$ cat src/sv/hall_six_step_commutator_unit_macros.svh
// Assertion macros shared by the hall six-step commutator RTL.
`ifndef HALL_SIX_STEP_COMMUTATOR_UNIT_MACROS_SVH
`define HALL_SIX_STEP_COMMUTATOR_UNIT_MACROS_SVH

// Condition must hold at every clock edge outside reset.
`define HSSC_ASSERT_NOW(lbl, clk, rst, cond, msg) \
   lbl: assert property (@(posedge clk) disable iff (rst) (cond)) else $error(msg);

// Consequent must hold at the clock edge after the antecedent.
`define HSSC_ASSERT_NEXT(lbl, clk, rst, ante, cons, msg) \
   lbl: assert property (@(posedge clk) disable iff (rst) (ante) |=> (cons)) else $error(msg);

`endif

$ cat src/sv/hssc_pkg.sv
// Types, codes and constants of the hall six-step commutator.
package hssc_pkg;

   localparam int unsigned CsrIndexWidth = 3;
   localparam int unsigned CsrDataWidth  = 32;

   // configuration register indexes
   localparam logic [CsrIndexWidth-1:0] CSR_HALL_MAP      = 3'd0;
   localparam logic [CsrIndexWidth-1:0] CSR_DIRECTION     = 3'd1;
   localparam logic [CsrIndexWidth-1:0] CSR_DUTY          = 3'd2;
   localparam logic [CsrIndexWidth-1:0] CSR_FEEDBACK_MODE = 3'd3;

   // request kinds
   localparam logic [1:0] REQ_HALL  = 2'd0;
   localparam logic [1:0] REQ_START = 2'd1;
   localparam logic [1:0] REQ_STOP  = 2'd2;
   localparam logic [1:0] REQ_TICK  = 2'd3;

   // feedback modes
   localparam logic FB_HALL = 1'b0;

   localparam logic [3:0]  MAX_STEP      = 4'd5;
   localparam logic [31:0] HALL_MAP_INIT = 32'hFFFF_FFFF;
   localparam logic [15:0] ERR_MAX       = 16'hFFFF;

   typedef struct packed {
      logic [1:0]  req_type;
      logic [2:0]  hall_code;
      logic        hall_missing;
      logic        hard_fault;
      logic [31:0] time_ms;
   } hssc_req_type;

   typedef struct packed {
      logic               drive_valid;
      logic [2:0]         drive_step;
      logic [15:0]        drive_duty;
      logic               phases_float;
      logic               running;
      logic               sensor_connected;
      logic               start_failed;
      logic [15:0]        sequence_errors;
      logic signed [31:0] position_steps;
      logic signed [31:0] interval_steps;
      logic [31:0]        interval_ms;
   } hssc_rsp_type;

   typedef struct packed {
      logic [31:0] hall_map;
      logic        direction;
      logic [15:0] duty;
      logic        feedback_mode;
   } hssc_cfg_type;

   typedef struct packed {
      logic [2:0]  prev_step;
      logic [31:0] step_total;
      logic [31:0] step_total_at_tick;
      logic [31:0] tick_time_last;
      logic [15:0] error_total;
      logic        run_flag;
      logic        connected_flag;
      logic        fail_flag;
   } hssc_state_type;

endpackage

$ cat src/sv/hall_six_step_commutator_unit.sv
// Top level of the hall six-step commutator: request/response channels and CSRs.
//
// Usage:
//   req channel carries one event (hall change, start, stop, tick) per request.
//   rsp channel returns exactly one result per request, in order.
//   csr channel writes hall_map, direction, duty and feedback_mode; csr_ready
//   is always high. Write CSRs only while no request is in flight.
// Timing:
//   A request lands in an input register, its state update and result are
//   computed in one pass and the result is registered in the output register,
//   which raises rsp_valid. One request per cycle is sustained while rsp_ready
//   is high.
// Stall:
//   When rsp_ready is low the result holds in the output register and one more
//   request is still taken into the input register; then req_ready drops.
// Reset:
//   Synchronous, active high. Clears both pipeline valids, sets CSRs to their
//   defaults (hall_map all invalid) and the tracker state to zero with the
//   sensor marked connected.
`include "hall_six_step_commutator_unit_macros.svh"

module hall_six_step_commutator_unit (
   input  logic                                   clock,
   input  logic                                   reset,
   input  logic                                   req_valid,
   output logic                                   req_ready,
   input  hssc_pkg::hssc_req_type                 req_data,
   output logic                                   rsp_valid,
   input  logic                                   rsp_ready,
   output hssc_pkg::hssc_rsp_type                 rsp_data,
   input  logic                                   csr_valid,
   output logic                                   csr_ready,
   input  logic [hssc_pkg::CsrIndexWidth-1:0]     csr_index,
   input  logic [hssc_pkg::CsrDataWidth-1:0]      csr_wdata
);
   import hssc_pkg::*;

   logic           in_valid_ff;
   hssc_req_type   in_item_ff;
   logic           out_valid_ff;
   hssc_rsp_type   out_rsp_ff;
   hssc_cfg_type   cfg_ff;
   hssc_state_type state_ff;
   hssc_state_type state_in;
   hssc_rsp_type   rsp_in;
   logic           advance;

   assign advance   = in_valid_ff && (!out_valid_ff || rsp_ready);
   assign req_ready = !in_valid_ff || advance;
   assign csr_ready = 1'b1;
   assign rsp_valid = out_valid_ff;
   assign rsp_data  = out_rsp_ff;

   hssc_update u_update (
      .cfg        (cfg_ff),
      .state      (state_ff),
      .item       (in_item_ff),
      .state_next (state_in),
      .rsp        (rsp_in)
   );

   always_ff @(posedge clock) begin
      if (reset) begin
         in_valid_ff  <= 1'b0;
         out_valid_ff <= 1'b0;
      end else begin
         if (req_ready) begin
            in_valid_ff <= req_valid;
         end
         if (advance) begin
            out_valid_ff <= 1'b1;
         end else if (rsp_ready) begin
            out_valid_ff <= 1'b0;
         end
      end
   end

   always_ff @(posedge clock) begin
      if (req_valid && req_ready) begin
         in_item_ff <= req_data;
      end
      if (advance) begin
         out_rsp_ff <= rsp_in;
      end
   end

   always_ff @(posedge clock) begin
      if (reset) begin
         state_ff.prev_step          <= 3'd0;
         state_ff.step_total         <= '0;
         state_ff.step_total_at_tick <= '0;
         state_ff.tick_time_last     <= '0;
         state_ff.error_total        <= '0;
         state_ff.run_flag           <= 1'b0;
         state_ff.connected_flag     <= 1'b1;
         state_ff.fail_flag          <= 1'b0;
      end else if (advance) begin
         state_ff <= state_in;
      end
   end

   always_ff @(posedge clock) begin
      if (reset) begin
         cfg_ff.hall_map      <= HALL_MAP_INIT;
         cfg_ff.direction     <= 1'b0;
         cfg_ff.duty          <= '0;
         cfg_ff.feedback_mode <= 1'b0;
      end else if (csr_valid) begin
         unique case (csr_index)
            CSR_HALL_MAP:      cfg_ff.hall_map      <= csr_wdata;
            CSR_DIRECTION:     cfg_ff.direction     <= csr_wdata[0];
            CSR_DUTY:          cfg_ff.duty          <= csr_wdata[15:0];
            CSR_FEEDBACK_MODE: cfg_ff.feedback_mode <= csr_wdata[0];
            default: begin
            end
         endcase
      end
   end

   `HSSC_ASSERT_NOW(a_drive_needs_run, clock, reset,
      (!out_valid_ff || !out_rsp_ff.drive_valid || out_rsp_ff.running),
      "drive commanded while not running")
   `HSSC_ASSERT_NOW(a_float_stops, clock, reset,
      (!out_valid_ff || !out_rsp_ff.phases_float
       || (!out_rsp_ff.running && !out_rsp_ff.drive_valid)),
      "phases floated but still running or driving")
   `HSSC_ASSERT_NOW(a_idle_drive_zero, clock, reset,
      (!out_valid_ff || out_rsp_ff.drive_valid
       || (out_rsp_ff.drive_step == 3'd0 && out_rsp_ff.drive_duty == 16'd0)),
      "drive fields nonzero without a drive command")
   `HSSC_ASSERT_NEXT(a_disconnect_sticky, clock, reset,
      (!state_ff.connected_flag), (!state_ff.connected_flag),
      "sensor connected flag set again after loss")

endmodule

$ cat src/sv/hssc_update.sv
// Next-state and result logic for one commutator request.
module hssc_update (
   input  hssc_pkg::hssc_cfg_type   cfg,
   input  hssc_pkg::hssc_state_type state,
   input  hssc_pkg::hssc_req_type   item,
   output hssc_pkg::hssc_state_type state_next,
   output hssc_pkg::hssc_rsp_type   rsp
);
   import hssc_pkg::*;

   logic              start_ok;
   logic              do_hall;
   logic              conn_mid;
   logic [3:0]        step;
   logic signed [3:0] diff;
   logic signed [3:0] delta;

   assign step = cfg.hall_map[{item.hall_code, 2'b00} +: 4];

   always_comb begin
      diff = $signed({1'b0, step[2:0]}) - $signed({1'b0, state.prev_step});
      if (diff > 4'sd2) begin
         delta = diff - 4'sd6;
      end else if (diff < -4'sd3) begin
         delta = diff + 4'sd6;
      end else begin
         delta = diff;
      end
   end

   always_comb begin
      state_next = state;
      rsp        = '0;

      conn_mid = state.connected_flag;
      if (item.req_type == REQ_START && item.hall_missing) begin
         conn_mid             = 1'b0;
         state_next.fail_flag = 1'b1;
      end
      state_next.connected_flag = conn_mid;

      start_ok = !item.hard_fault && !state.run_flag && cfg.feedback_mode == FB_HALL
                 && conn_mid;
      do_hall  = item.req_type == REQ_HALL || (item.req_type == REQ_START && start_ok);

      unique case (item.req_type)
         REQ_START: begin
            if (start_ok) begin
               state_next.run_flag = 1'b1;
            end
         end
         REQ_STOP: begin
            rsp.phases_float    = 1'b1;
            state_next.run_flag = 1'b0;
         end
         REQ_TICK: begin
            rsp.interval_steps            = $signed(state.step_total - state.step_total_at_tick);
            rsp.interval_ms               = item.time_ms - state.tick_time_last;
            state_next.tick_time_last     = item.time_ms;
            state_next.step_total_at_tick = state.step_total;
         end
         default: begin
         end
      endcase

      // drop a repeated step; an invalid one marks the sensor lost and counts an error
      if (do_hall && step != {1'b0, state.prev_step}) begin
         if (step > MAX_STEP) begin
            state_next.connected_flag = 1'b0;
            if (state.error_total != ERR_MAX) begin
               state_next.error_total = state.error_total + 16'd1;
            end
         end else begin
            if (delta > 4'sd1 || delta < -4'sd1) begin
               if (state.error_total != ERR_MAX) begin
                  state_next.error_total = state.error_total + 16'd1;
               end
            end
            state_next.step_total = state.step_total + {{28{delta[3]}}, delta};
            state_next.prev_step  = step[2:0];
            // start sees run_flag low, so it never drives
            if (state.run_flag && cfg.feedback_mode == FB_HALL) begin
               rsp.drive_valid = 1'b1;
               rsp.drive_step  = cfg.direction ? (MAX_STEP[2:0] - step[2:0]) : step[2:0];
               rsp.drive_duty  = cfg.duty;
            end
         end
      end

      rsp.running          = state_next.run_flag;
      rsp.sensor_connected = state_next.connected_flag;
      rsp.start_failed     = state_next.fail_flag;
      rsp.sequence_errors  = state_next.error_total;
      rsp.position_steps   = $signed(state_next.step_total);
   end

endmodule
$ cat config.mk
export PLATFORM = sky130hd
export DESIGN_NAME = hall_six_step_commutator_unit
export DESIGN_NICKNAME = d
export VERILOG_FILES = /design/src/sv/hssc_pkg.sv /design/src/sv/hall_six_step_commutator_unit.sv /design/src/sv/hssc_update.sv
export VERILOG_INCLUDE_DIRS = /design/src /design/src/sv
export SDC_FILE = /design/constraint.sdc
export NUM_CORES = 1
export LEC_CHECK = 0
export BUFFER_PORTS_ARGS = -buffer_cell sky130_fd_sc_hd__clkbuf_2
export CORE_ASPECT_RATIO = 1.1
export CORE_MARGIN = 2
export CORE_UTILIZATION = 30
export CTS_CLUSTER_SIZE = 30
export DETAILED_ROUTE_END_ITERATION = 12
export SYNTH_ARGS = -nofsm -noshare
export SYNTH_HDL_FRONTEND = slang
export SYNTH_SLANG_ARGS = --single-unit
$ cat constraint.sdc
create_clock -name clock -period 8.7 [get_ports clock]
set_input_delay 2.61 -clock clock [delete_from_list [all_inputs] [get_ports clock]]
set_output_delay 2.61 -clock clock [all_outputs]
set_load 0.005 [all_outputs]
==> results of run 1 <==
metrics by stage:
stage | cells | setup slack, ns | hold slack, ns | util (%)
after floorplan | 1881 | 1.002 | 0.4280 | -
after global placement | 2801 | 2.435 | 0.4382 | 33.28
after detailed placement | 2801 | 2.248 | 0.4446 | 33.28
after CTS | 2877 | 2.253 | 0.4528 | 35.74
after global routing | 2877 | 1.688 | 0.4700 | 35.74
final | 2877 | 2.245 | 0.4526 | 35.74
logic make-up (layout without fill, tap and decap cells):
kind of cell / Yosys count / in the layout
buf+inv: 177 / 405
flops: 345 / 345
mux: 58 / 58
simple gates: 667 / 667
xor+xnor: 89 / 89
other cells: 1 / 1
fa+ha+maj: 111 / 111
compound gates: 433 / 433
cells in the mapped netlist, drive strengths merged (9+ instances only):
library cell / number
nand2: 359
a21oi: 180
edfxtp: 175
dfxtp: 170
ha: 107
nor2: 106
inv: 100
o21ai: 72
clkbuf: 58
xnor2: 48
mux2i: 44
nor3: 42
xor2: 41
a21o: 38
and2: 29
nand3: 28
a31oi: 21
o21a: 21
nand2b: 20
and3: 19
buf: 19
nor2b: 19
a211oi: 15
nand4: 10
and4: 9
o21bai: 9
worst max-delay path: stages (launching register included):
cell	delay, ns
edfxtp_1	0.62
mux4_2	0.57
mux2i_1	0.32
ha_1	0.27
fa_1	0.22
xor2_2	0.34
inv_2	0.18
ha_1	0.26
nor2_1	0.09
o21ai_0	0.09
a21o_1	0.20
and2_1	0.18
inv_1	0.06
buf_4	0.35
ha_1	0.37
a2111oi_1	0.50
o21ai_1	0.20
nand4_1	0.16
a211o_1	0.18
a31oi_1	0.15
a31o_2	0.31
a31oi_1	0.21
xor2_1	0.21
o21ai_0	0.11
layout make-up:
| class | count | area, sq um |
|---|---|---|
| clock buffer | 51 | 1190 |
| clock inverter | 25 | 272.8 |
| fill | 6007 | 38240 |
| inverter | 100 | 380.4 |
| multi-input combinational | 1359 | 8625 |
| sequential | 345 | 8658 |
| tap | 768 | 960.9 |
| timing repair buffer | 229 | 1181 |
registers in the layout, summed over array words and instances (netlist names):
register and flops:
rsp_valid 1, state_ff 118, cfg_ff 50, in_item_ff 39, rsp_data 136, in_valid_ff 1
power breakdown:
part | internal [mW] | switching, mW | total (mW)
Combinational | 0.129 | 0.219 | 0.349
Clock | 1.13 | 0.715 | 1.84
Sequential | 1.76 | 0.0253 | 1.78
Total | 3.01 | 0.959 | 3.97
worst paths after layout:
check	cells after the start	startpoint	to
worst min register to register	2	state_ff[49]	state_ff[49]
worst max register to register	23	in_item_ff[34]	rsp_data[89]
worst max-delay path	23	in_item_ff[34]	rsp_data[89]
worst min-delay path	2	state_ff[49]	state_ff[49]
routing by layer:
metal	share of wire [%]	vias to the layer above
met4	3.0	0
met5	0	-
li1	-	7057
met2	49	310
met3	5.4	76
met1	43	6800
==> metrics.txt, run 1 <==
Reg clk slew, reported paths 0.06 ns; worst setup path class reg -> reg; dpl hpwl 35.08 mm; later-pin clock latency in the skew report 0.58 ns; Max clock buf depth 3; crit path capture type flop; cell type with the largest total area after synthesis edfxtp_1; timing-limited maximum frequency 154.9 MHz; Hold/Removal Path Class reg -> reg; overall overflow remaining after global route 0; level count of the clock H-tree 2; fraction of met3 tracks used by global routing 3.522%; P_leak about 8.3 nW; GRT Total Usage 15.64%; overall power 3.974 mW; routability congestion estimate from global placement ~0.84; ratio of final minimum period to clock period 74.19%; xor and xnor fraction of the mapped netlist area 4.381%; top-area cell type share of the netlist area 29.25%; data arrival time of the critical path around 6.8 ns; violation count after the first detailed-routing iteration 672; synth top area cells edfxtp_1 (29%), dfxtp_1 (19%), nand2_1 (7.5%), ha_1 (7.5%), a21oi_1 (5.0%); cell area after layout about 0.021 sq mm; Netlist Area Pre-Place 0.01796 sq mm; global routing met1 resource utilization 18.35%; worst-case register-to-register setup slack 2.25 ns; fraction of the mapped netlist area in simple logic gates 16.66%; final count of negative-setup-slack endpoints 0; Setup Skew 0.02854 ns; die area 0.06186 sq mm; post-synthesis sequential area ratio 48.20%; compound-cell area share of the yosys netlist about 15%; Synth async-reset ratio 0%; met2 Track Usage GR about 28%; power density over the cells 186.9 mW/mm^2; #FFs+latches synth 345; top flip-flop cell by instance count after synthesis edfxtp_1; number of buffers created by CTS 41; status completed; I/O pin cnt 218; residual antenna-violating net count after detailed routing 0; post-detailed-route via-to-cell ratio around 5.0; adder-cell share of the synthesized area under 10%; chip width 237.3 um; count of flip-flops with a built-in enable after synthesis about 180; worst endpoint required time ~9 ns; first-pass GRT wire length 76.47 mm; top library cells by usage in the layout, fill and taps aside nand2_1 (358), clkbuf_2 (215), a21oi_1 (179); Sink Count 345; cell at the root of the clock tree clkbuf_16; count of unresolved DRC violations after routing 0; number of slew-limit violations in the final report 0; final sum of negative setup slack 0 ns; Die Y 260.7 um; leading cell type in the layout, fill and taps excluded nand2_1; Final nets 2266; final WL between 40 and 50 mm; initial cell density of the core a little under a third; largest family of logic cells by synthesized area simple AND/OR/NAND/NOR gates; Max Fanout on Critical Path 33; Placement Cell Area between 0.015 and 0.02 sq mm; post-CTS setup buffer count 0; share of cells above drive strength 1 15.88%; TritonCTS clock tree yes; largest net degree at the start of global routing 92; post-cts sizing count 0; reported max-cap violation count 0; number of diodes added for antenna fixing 0; first-pass detailed-route iteration total 5; Avg WL per Cell 16.95 um; synthesis-to-finish area growth 18.39%; CP Launch Type flop; number of global-route vias before repair ~14000; Worst Tran Pin Value between 1 and 1.5 ns; final hold viol count 0; average instance area after synthesis about 9.6 sq um; synth warn 0; core area 0.05951 sq mm; tightest slew margin relative to the limit a little over a quarter; distinct cell type count of the synthesized netlist a little over 80; worst vdd rail ir drop 0.1187 mV; antenna violations before repair 0; number of input and output port buffers inserted 216; layer carrying the most global-route usage met2; Synthesized Nets ~2100; gate count of the mapped netlist 1881; cts-stage hold buffer count 0; routed vias 14240; post-synthesis mux area share 3.852%; crit path time final about 6.5 ns; RSZ-0062 raised after global routing no; row count 94
Power figures use the tool's default switching activity.
==> inputs of run 2 (changes only) <==
--- a/config.mk
+++ b/config.mk
@@ -6,6 +6,7 @@
 export SDC_FILE = /design/constraint.sdc
 export NUM_CORES = 1
 export LEC_CHECK = 0
+export ABC_AREA = 1
 export BUFFER_PORTS_ARGS = -buffer_cell sky130_fd_sc_hd__clkbuf_2
 export CORE_ASPECT_RATIO = 1.1
 export CORE_MARGIN = 2
==> constraint.sdc (replaced) <==
create_clock -name clock -period 5.3 [get_ports clock]
set_input_delay 1.59 -clock clock [delete_from_list [all_inputs] [get_ports clock]]
set_output_delay 1.59 -clock clock [all_outputs]
set_load 0.005 [all_outputs]
==> metrics.txt, run 2 <==
TritonCTS clock tree yes; I/O pin cnt ~220; later-pin clock latency in the skew report 0.57 ns; ratio of final minimum period to clock period 93.10%; tightest slew margin relative to the limit 33.86%; beginning of the worst hold path cfg_ff[7]; final instance count without filler cells ~3300; Sink Count 345; cell type with the largest total area after synthesis edfxtp_1; top flip-flop cell by instance count after synthesis edfxtp_1; Setup Skew between 0.02 and 0.025 ns; distinct cell type count of the synthesized netlist 49; overall overflow remaining after global route 0; post-detailed-route via-to-cell ratio 4.715; final sum of negative setup slack 0 ns; top-area cell type share of the netlist area about 28%; number of diodes added for antenna fixing 0; synth top area cells edfxtp_1 (28%), dfxtp_1 (18%), nand2_1 (8.3%), a21oi_1 (7.7%), ha_1 (7.2%); Reg clk slew, reported paths 0.06 ns; synth warn 0; Hold/Removal Path Class reg -> reg; largest net degree at the start of global routing around 160; worst setup path class reg -> reg; most frequent cell after synthesis nand2_1; first-pass GRT wire length 82.12 mm; top library cells by usage in the layout, fill and taps aside nand2_1 (403), a21oi_1 (279), inv_1 (270); #FFs+latches synth 345; P_leak 9.666 nW; worst r2r dst rsp_data[93]; Max Fanout on Critical Path 7; endpoint of the worst hold-timing path cfg_ff[7]; hold path depth 2; CP startpoint in_item_ff[34]; worst vdd rail ir drop 0.2108 mV; GRT Total Usage 16.40%; number of input and output port buffers inserted 216; share of cells above drive strength 1 14.00%; delay contributed by the slowest stage of the critical path 0.58 ns; final count of negative-setup-slack endpoints 0; worst-case register-to-register setup slack approximately 0.37 ns; number of global-route vias before repair 14970; Avg WL per Cell 15.75 um; flip-flop count of the largest register after layout 136; cell mode on critical path nand2_1; leading cell type in the layout, fill and taps excluded nand2_1; count of unresolved DRC violations after routing 0; Die Y 264.3 um; status completed; number of buffers created by CTS 41; routability congestion estimate from global placement between 0.8 and 0.9; number of slew-limit violations in the final report 0; critical register-to-register path startpoint in_item_ff[34]; timing-limited maximum frequency 202.7 MHz; die area 0.06360 sq mm; dpl hpwl 38.88 mm; Synth async-reset ratio 0%; Placement Cell Area 0.02038 sq mm; worst endpoint required time 5.60 ns; Final nets 2671; data arrival time of the critical path roughly 5.2 ns; antenna violations before repair 0; post-synthesis sequential area ratio 46.86%; reported max-cap violation count 0; cell area after layout ~0.022 sq mm; instance count after placement with tap cells included around 3200; crit path time final 4.934 ns; CP Launch Type flop; row count 95; Worst Tran Pin Value 0.9910 ns; count of flip-flops with a built-in enable after synthesis 175; core area 0.06098 sq mm; residual antenna-violating net count after detailed routing 0; synthesis-to-finish area growth 18.94%; final hold viol count 0; cell at the root of the clock tree clkbuf_16; worst r2r path cells 28; level count of the clock H-tree 2; routed vias 15740; final WL 52.57 mm; smallest hold slack 0.4531 ns; violation count after the first detailed-routing iteration 894; cts-stage hold buffer count 0; gate count of the mapped netlist 2267; list of most frequent post-synthesis cells nand2_1 (410), a21oi_1 (285), inv_1 (274); first-pass detailed-route iteration total 5; cell with the largest stage delay on the worst path fa_2; Synthesized Nets ~2500; Netlist Area Pre-Place 0.01848 sq mm; chip width 240.6 um; crit path capture type flop; power density over the cells 329.6 mW/mm^2; average instance area after synthesis about 8.2 sq um; Max clock buf depth 3; initial cell density of the core between 30% and 40%
[run 2: cell count changes in the layout (fill, tap and decap cells not counted), sizes merged, moves of 24 or more]
cell / change
a21oi: +106
and2: -28
inv: +172
mux2i: -43
nand2: +56
nand3: +106
nor2: +90
o21ai: +172
xnor2: -38
xor2: -24
[run 2: cell type report]
cell class,instances,area [sq um]
inverter,279,1062
tap,824,1031
clock buffer,53,1112
clock inverter,23,279.0
fill,6410,39000
timing repair buffer,245,1340
sequential,345,8658
multi-input combinational,1569,8494
[run 2: stage by stage]
stage,utilization (%),worst slack (ns),power (mW)
after global routing,36.04,-0.01138,7.645
final,36.04,0.3658,7.243
after floorplan,-,0.6419,3.939
after global placement,33.42,0.2520,4.340
after detailed placement,33.42,0.2105,4.336
after CTS,35.71,0.1639,7.296
[run 2: repair_timing]
action | 4_1_cts | 5_1_grt
gates resized for setup | 0 | 31
setup buffers | 0 | 15
endpoints found under the setup margin | 0 | 39
[run 2: logic make-up (layout without fill, tap and decap cells)]
family	Yosys count	after routing	synth area share (%)
simple gates	813	813	18.49
compound gates	616	616	17.94
buf+inv	353	600	7.686
flops	345	345	46.86
fa+ha+maj	111	111	7.679
xor+xnor	27	27	1.280
other cells	1	1	0.02029
mux	1	1	0.05417
[run 2: worst max path at each step]
stage	end	slack, ns
2_1_floorplan	rsp_data[80]	0.64
3_3_place_gp	rsp_data[93]	0.25
3_5_place_dp	rsp_data[91]	0.21
4_1_cts	rsp_data[91]	0.16
5_1_grt	rsp_data[94]	-0.01
6_report	rsp_data[93]	0.37
[run 2: critical path: cells and delay by family, from the launching register on]
kind | cells | cell delay (ns)
simple gates | 16 | 1.67
fa+ha+maj | 3 | 1.15
buf+inv | 6 | 0.86
flops | 1 | 0.50
compound gates | 3 | 0.49
[run 2: routing by layer]
| metal | track usage, % | share of wire (%) |
|---|---|---|
| met5 | 0 | 0 |
| met3 | 2.560 | 3.8 |
| met1 | 20.63 | 44 |
| met2 | 28.66 | 50 |
| met4 | 4.935 | 2.6 |
[run 2: where the power goes]
| part | switching [mW] | internal (mW) | leakage [nW] | total (mW) |
|---|---|---|---|---|
| combinational | 0.879 | 0.437 | 5.92 | 1.32 |
| clock | 1.18 | 1.74 | 0.665 | 2.92 |
| sequential | 0.0609 | 2.95 | 3.08 | 3.01 |
| total | 2.12 | 5.12 | 9.67 | 7.24 |
==> inputs of run 3 (changes only) <==
--- a/config.mk
+++ b/config.mk
@@ -11,6 +11,7 @@
 export CORE_ASPECT_RATIO = 1.1
 export CORE_MARGIN = 2
 export CORE_UTILIZATION = 30
+export CTS_BUF_LIST = sky130_fd_sc_hd__clkbuf_8 sky130_fd_sc_hd__clkbuf_16
 export CTS_CLUSTER_SIZE = 30
 export DETAILED_ROUTE_END_ITERATION = 12
 export SYNTH_ARGS = -nofsm -noshare
==> metrics.txt, run 3 (synthesis results as in run 2) <==
worst vdd rail ir drop around 0.21 mV; number of input and output port buffers inserted 216; routability congestion estimate from global placement 0.8955; cell mode on critical path nand2_1; worst setup path class reg -> reg; ratio of final minimum period to clock period 93.42%; Place WS 0.2105 ns; final count of negative-setup-slack endpoints 0; number of diodes added for antenna fixing 0; level count of the clock H-tree 2; residual antenna-violating net count after detailed routing 0; worst endpoint required time 5.60 ns; tightest slew margin relative to the limit 33.87%; cts-stage hold buffer count 0; GRT Total Usage between 10% and 20%; Largest delay share family, worst path simple AND/OR/NAND/NOR gates; top library cells by usage in the layout, fill and taps aside nand2_1 (403), inv_1 (279), a21oi_1 (279); final sum of negative setup slack 0 ns; count of unresolved DRC violations after routing 0; cell with the largest stage delay on the worst path fa_2; Max Fanout on Critical Path 7; final hold viol count 0; worst r2r dst rsp_data[93]; violation count after the first detailed-routing iteration 894; Avg WL per Cell 15.74 um; Hold/Removal Path Class reg -> reg; beginning of the worst hold path cfg_ff[7]; critical register-to-register path startpoint in_item_ff[34]; power density over the cells about 330 mW/mm^2; Setup Skew 0.02140 ns; depth of the critical timing path with buffers and inverters included 28; leading cell type in the layout, fill and taps excluded nand2_1; delay contributed by the slowest stage of the critical path ~0.58 ns; dpl hpwl 38.88 mm; crit path capture type flop; share of cells above drive strength 1 approximately 14%; flip-flop count of the largest register after layout 136; number of slew-limit violations in the final report 0; number of buffers created by CTS 41; status completed; Worst Tran Pin Value 0.9908 ns; worst r2r path cells 28; final worst setup slack 0.3487 ns; synthesis-to-finish area growth 18.94%; final core utilization approximately 36%; reported max-cap violation count 0; first-pass GRT wire length 82.12 mm; smallest hold slack 0.4534 ns; Reg clk slew, reported paths 0.06 ns; CP Launch Type flop; core area 0.06098 sq mm; crit path time final 4.951 ns; antenna violations before repair 0; number of global-route vias before repair 14970; Max clock buf depth 3; Die Y 264.3 um; routed vias 15740; destination of the critical timing path rsp_data[93]; Sink Count approximately 350; timing-limited maximum frequency 202.0 MHz; cell at the root of the clock tree clkbuf_16; Final nets 2671; CP startpoint in_item_ff[34]; chip width 240.6 um; data arrival time of the critical path roughly 5.3 ns; final WL 52.54 mm; die area 0.06360 sq mm; overall overflow remaining after global route 0; largest net degree at the start of global routing 164; first-pass detailed-route iteration total 5; worst-case register-to-register setup slack 0.35 ns; P_leak 9.704 nW; row count 95; initial cell density of the core 30.30%; later-pin clock latency in the skew report between 0.5 and 0.6 ns; number of buffers and inverters on the critical path 6; I/O pin cnt 218; TritonCTS clock tree yes; post-detailed-route via-to-cell ratio roughly 4.7
-- run 3: area by class of cell --
type	instances	area, sq um
Fill cell	6410	39000
Timing Repair Buffer	245	1340
Tap cell	824	1031
Sequential cell	345	8658
Multi-Input combinational cell	1569	8494
Clock buffer	44	1079
Clock inverter	32	312.8
Inverter	279	1062
-- run 3: power breakdown --
group,internal (mW),switching (mW)
Combinational,0.437,0.880
Clock,1.72,1.18
Sequential,2.95,0.0610
Total,5.10,2.12
-- run 3: metal layers --
layer  up-vias  share of wire [%]  global-route usage, %
met3        77                3.9                  2.560
met1      7210                 44                  20.63
met2       287                 50                  28.66
met5         -                  0                      0
met4         0                2.6                  4.935
li1       8170                  -                      -
-- run 3: what timing repair did --
action | 4_1_cts | 5_1_grt
buffers inserted | 0 | 15
setup endpoints to repair | 0 | 39
resized for setup | 0 | 31
-- run 3: stage by stage --
step	cell area (sq um)	cells	total power, mW
after global placement	20380	3247	4.340
after CTS	21770	3323	7.279
final	21980	3338	7.223
after detailed placement	20380	3247	4.336
after floorplan	18480	2267	3.939
after global routing	21980	3338	7.629
-- run 3: how the worst min path moves through the flow --
stage               slack (ns)            to  cells after the start
floorplan                 0.42    cfg_ff[22]                      2
global placement          0.44     cfg_ff[8]                      2
detailed placement        0.44     cfg_ff[7]                      2
CTS                       0.45     cfg_ff[7]                      2
global route              0.47  state_ff[40]                      2
finish                    0.45     cfg_ff[7]                      2
-- run 3: worst min-delay path: cells and delay by family (launching register included) --
| family | cells | cell delay (ns) |
|---|---|---|
| compound gates | 1 | 0.05 |
| buf+inv | 1 | 0.06 |
| flops | 1 | 0.30 |
